File: src/hw/rtl/eatrm_pkg.sv
`default_nettype none
package eatrm_pkg;
   localparam int CordicSteps = 16;
   localparam int CordicX0 = 163008219;
   localparam int OneQ14 = 16384;

   typedef logic signed [31:0] cordic_word_type;
   typedef logic signed [15:0] trig_type;

   typedef struct packed {
      trig_type c1;
      trig_type s1;
      trig_type c2;
      trig_type s2;
      trig_type c3;
      trig_type s3;
   } trig_set_type;

   // arctangent table in units of 2^-24 turn
   function automatic cordic_word_type atan_turns(input logic [3:0] idx);
      cordic_word_type r;
      unique case (idx)
         4'd0: r = 32'sd2097152;
         4'd1: r = 32'sd1238021;
         4'd2: r = 32'sd654136;
         4'd3: r = 32'sd332050;
         4'd4: r = 32'sd166669;
         4'd5: r = 32'sd83416;
         4'd6: r = 32'sd41718;
         4'd7: r = 32'sd20860;
         4'd8: r = 32'sd10430;
         4'd9: r = 32'sd5215;
         4'd10: r = 32'sd2608;
         4'd11: r = 32'sd1304;
         4'd12: r = 32'sd652;
         4'd13: r = 32'sd326;
         4'd14: r = 32'sd163;
         default: r = 32'sd81;
      endcase
      return r;
   endfunction

   // clamp a wide value to [-1.0, 1.0] in Q14
   function automatic trig_type clamp_one(input logic signed [47:0] v);
      trig_type r;
      if (v > 48'(OneQ14)) r = 16'(OneQ14);
      else if (v < -48'(OneQ14)) r = -16'(OneQ14);
      else r = v[15:0];
      return r;
   endfunction
endpackage
`default_nettype wire

File: src/hw/rtl/eatrm_cordic.sv
`default_nettype none
// Pipelined CORDIC with sixteen rotation stages giving cosine and sine of one binary angle.
// Stage count: 1 input register + 16 rotation stages + 1 rounding stage.
module eatrm_cordic (
   input  wire logic                  clock,
   input  wire logic                  enable,
   input  wire logic [15:0]           angle,
   output eatrm_pkg::trig_type        cos_out,
   output eatrm_pkg::trig_type        sin_out
);
   import eatrm_pkg::*;

   cordic_word_type x_ff [CordicSteps+1];
   cordic_word_type y_ff [CordicSteps+1];
   cordic_word_type z_ff [CordicSteps+1];
   logic [1:0]      quad_ff [CordicSteps+1];
   trig_type        cos_ff, sin_ff;

   // seed stage
   always_ff @(posedge clock) begin
      if (enable) begin
         x_ff[0]    <= CordicX0;
         y_ff[0]    <= '0;
         z_ff[0]    <= {10'd0, angle[13:0], 8'd0};
         quad_ff[0] <= angle[15:14];
      end
   end

   // rotation stages, one micro-rotation each
   for (genvar i = 0; i < CordicSteps; i++) begin : g_stage
      always_ff @(posedge clock) begin
         if (enable) begin
            if (!z_ff[i][31]) begin
               x_ff[i+1] <= x_ff[i] - (y_ff[i] >>> i);
               y_ff[i+1] <= y_ff[i] + (x_ff[i] >>> i);
               z_ff[i+1] <= z_ff[i] - atan_turns(4'(i));
            end else begin
               x_ff[i+1] <= x_ff[i] + (y_ff[i] >>> i);
               y_ff[i+1] <= y_ff[i] - (x_ff[i] >>> i);
               z_ff[i+1] <= z_ff[i] + atan_turns(4'(i));
            end
            quad_ff[i+1] <= quad_ff[i];
         end
      end
   end

   // round to Q14, clamp and unfold the quadrant
   trig_type cq, sq;
   always_comb begin
      cq = clamp_one(48'(($signed({x_ff[CordicSteps][31], x_ff[CordicSteps]}) + 33'sd8192)
                         >>> 14));
      sq = clamp_one(48'(($signed({y_ff[CordicSteps][31], y_ff[CordicSteps]}) + 33'sd8192)
                         >>> 14));
   end

   always_ff @(posedge clock) begin
      if (enable) begin
         unique case (quad_ff[CordicSteps])
            2'd0: begin cos_ff <= cq;  sin_ff <= sq;  end
            2'd1: begin cos_ff <= -sq; sin_ff <= cq;  end
            2'd2: begin cos_ff <= -cq; sin_ff <= -sq; end
            default: begin cos_ff <= sq; sin_ff <= -cq; end
         endcase
      end
   end

   assign cos_out = cos_ff;
   assign sin_out = sin_ff;
endmodule
`default_nettype wire

File: config.mk
export PLATFORM = sky130hd
export DESIGN_NAME = eatrm_cordic
export DESIGN_NICKNAME = d
export VERILOG_FILES = /design/src/hw/rtl/eatrm_pkg.sv /design/src/hw/rtl/eatrm_cordic.sv
export SDC_FILE = /design/constraint.sdc
export NUM_CORES = 2
export LEC_CHECK = 0
export BUFFER_PORTS_ARGS = -buffer_cell sky130_fd_sc_hd__buf_4
export CAP_MARGIN = 20
export CORE_MARGIN = 5
export CORE_UTILIZATION = 39
export CTS_BUF_LIST = sky130_fd_sc_hd__clkbuf_16
export CTS_CLUSTER_SIZE = 10
export DETAILED_ROUTE_END_ITERATION = 12
export HOLD_SLACK_MARGIN = 0.06
export PLACE_DENSITY_LB_ADDON = 0.15
export SYNTH_ARGS = -nofsm -noshare
export SYNTH_HDL_FRONTEND = slang
export SYNTH_SLANG_ARGS = --single-unit
File: constraint.sdc
create_clock -name clock -period 8.95 [get_ports clock]
set_input_delay 0.4475 -clock clock [delete_from_list [all_inputs] [get_ports clock]]
set_output_delay 0.4475 -clock clock [all_outputs]
set_load 0.02 [all_outputs]
==> results_dict.tcl <==
set metrics [dict create \
    status "finished clean" \
    postCtsSetupBuffers 0 \
    path_clk_slew_ps 50 \
    port_buffers 49 \
    avgRoutedWirePerCell_um 18.8 \
    wl_um 288000 \
    num_io_pins 50 \
    syn_area_per_cell_um2 9.74 \
    ctsHoldBuffers 17 \
    min_period_ps 5990 \
    yosys_register_bits 1361 \
    cts_tree "built" \
    syn_area_um2 111000 \
    die_area_um2 295000 \
    synth_edf_count 1361 \
    synth_cells 11400 \
    dp_hpwl_um 226000 \
    holdCritPathClass "in -> reg" \
    clock_tree.htree_level_count 4 \
    ys_top_cells_by_area "edfxtp_1 (37%), ha_1 (14%), xnor2_1 (8.5%)" \
    cts.sinks 1361 \
    avgViaCountPerCell 5.54 \
    numCtsBuffers 179 \
    period_share 0.669 \
    clock-skew-final_ps 53.4 \
    grt_pass1_wl_um 455000 \
    cts-root-buf "clkbuf_16" \
    yosysTopAreaCell "edfxtp_1" \
    final_nets 12800 \
    critPathCaptureType "register" \
    tns_ps 0 \
    drc 0 \
    placement_rows 195 \
    maxSlewHeadroom 0.220 \
    tightest_slew_ps 1160 \
    ant_nets 0 \
    hp-start "angle[14]" \
    place_congestion 0.905 \
    dieHeight_um 543 \
    r2r_end "x_ff[14][31]" \
    crit_chain "dlygate4sd3_1 > buf_16 > nand2_2 > buf_4 > inv_1 > buf_4 > mux2i_1 > ha_1 > nor2b_1 > o2111a_1 > a211oi_1 > o31ai_1 > a31o_2 > a22oi_1 > a21oi_1 > o21ai_0 > o21ai_0 > a2111oi_0 > xnor2_1" \
    ctsResizeCount 0 \
    setup_violations 0 \
    startpoint_type "input pin" \
    cpMaxStageDelayCell "dlygate4sd3_1" \
    hold_viol 0 \
    core_area_um2 283000 \
    ys_seq_area_frac 0.369 \
    initialDrtViolationCount 5278 \
    max_freq_ghz 0.167 \
    r2r_slack_ps 3320 \
    required_ps 9510 \
    ys_types 92 \
    yosys_warnings 0 \
    synthArstFlopShare 0 \
    grt_use_total 0.189 \
    insertion_delay_ps 850 \
    drive_above_1_share 0.0421 \
    start_util 0.392 \
    die_x_um 543 \
    fin_hold_ws_ps 348 \
    vias 84900 \
    report.final.slew_viol_count 0 \
    r2r_start "y_ff[13][13]" \
    worstHoldEndpoint "quad_ff[0][0]" \
    critPathMaxFanout 67 \
    cts_buffer_depth 4 \
    path_class "in -> reg" \
    grt_start_max_net_pins 170 \
    antenna_found_initial 6 \
    rsz0062_at_grt "no" \
    drtPass1Iterations 6 \
    max_cap_violations 0 \
    syn_to_final_growth_pct 9.06 \
    reg2reg_depth 17 \
    holdPathStages 2 \
    grt_pass1_vias 82300 \
    ys.flop_type "edfxtp_1" \
    overflow 0 \
    slowest_delay_ps 600 \
    yosysTopAreaCellShare 0.369 \
    arrival_ps 6550 \
]
-- logic make-up (layout without fill, tap and decap cells) --
logic type               count (synthesis)  after routing  share of synthesized area
AO/OA/AOI/OAI                         3320           3320                      0.191
AND/OR/NAND/NOR                       3080           3080                      0.134
XOR/XNOR                              1635           1635                      0.129
flip-flops                            1361           1361                      0.369
adder cells (fa/ha/maj)               1281           1281                      0.147
buffers and inverters                  592            792                     0.0203
multiplexers                           105            105                    0.00998
other                                    1              5                  0.0000339
-- state kept, by name, summed over array words and instances (netlist names) --
register,count
cos_out,16
quad_ff,34
sin_out,16
x_ff,437
y_ff,435
z_ff,423
-- per-layer routing --
layer / share of wire / global-route usage / vias to the layer above
met1: 0.46 / 0.255 / 40500
met5: 0.000080 / 0 / -
met4: 0.024 / 0.0462 / 4
met2: 0.47 / 0.325 / 1695
met3: 0.042 / 0.0213 / 343
li1: - / - / 42400
-- layout make-up --
type                       instances  area [um^2]
tap                             3743         4680
clock inverter                    85          470
timing repair buffer             125         1040
sequential                      1361        40900
clock buffer                     182         4550
multi-input combinational       9423        67700
antenna                            3         7.51
fill                           27200       162000
inverter                         400         1500
-- Yosys cell counts (22+ instances only) --
cell       number
and3_1        108
nand2_1       675
o21a_1        234
ha_1         1242
fa_1           39
and2_1         77
o41ai_1        27
o21bai_1      126
a211oi_1      135
nor4_1         78
a31o_2         28
nand2b_1      193
and4_1         23
o21ai_0       613
nand3b_1       22
or2_2          49
mux2_2         44
a2111oi_0      24
nor3_1        290
buf_1          38
nor2b_1       169
clkbuf_1      142
or3_1          93
a41oi_1        22
xor2_1        558
o211ai_1       40
a21boi_0       40
o31ai_1       105
edfxtp_1     1361
a31oi_1       100
nor2_1        965
a211o_1        40
nand3_1       190
a21o_1        475
mux2i_1        61
xnor2_1      1077
or4_1          39
inv_1         393
nand4_1        58
a21oi_1      1078
-- stage by stage --
stage                     instance area (um^2)  instances  setup WS (ps)   util
final                                   121000      15300           2960  0.428
after global routing                    121000      15300           2640  0.428
after CTS                               121000      15300           3060  0.428
after detailed placement                116000      15000           2840  0.409
after global placement                  116000      15000           2940  0.409
after floorplan                         111000      11400           3770      -
-- cell usage in the layout, fill, tap and decap left out, drive strengths merged, types with 28 or more instances in the layout --
cell type  count
or2           49
clkbuf       183
nand3        190
fa            39
a21oi       1083
nor2b        169
a31oi        101
and3         108
edfxtp      1361
nand2b       193
or4           39
a31o          28
clkinv        48
o21a         234
nand2        675
nand4         58
o211ai        40
or3           93
ha          1242
xnor2       1077
xor2         558
and2          78
mux2          44
o31ai        105
nor3         290
a21o         476
mux2i         61
inv          429
a21boi        40
nor4          78
o21ai        627
a211oi       135
o21bai       126
nor2         966
a211o         40
buf          107
-- worst max-delay path, delay by kind of cell --
family	cells	cell delay [ps]
AO/OA/AOI/OAI	9	2680
XOR/XNOR	1	130
adder cells (fa/ha/maj)	1	300
buffers and inverters	5	2050
multiplexers	1	330
AND/OR/NAND/NOR	2	310
-- how the worst max path moves through the flow --
stage | endpoint | slack [ps] | startpoint | depth (start not counted)
floorplan | x_ff[6][29] | 3770 | enable | 19
global placement | y_ff[8][30] | 2940 | enable | 18
detailed placement | y_ff[8][31] | 2840 | enable | 18
CTS | y_ff[8][31] | 3060 | enable | 19
global route | y_ff[8][31] | 2640 | enable | 19
finish | y_ff[8][31] | 2960 | enable | 19
Power is not shown: default switching activity piles up to over one toggle a cycle in this logic, so the estimate is an artifact.
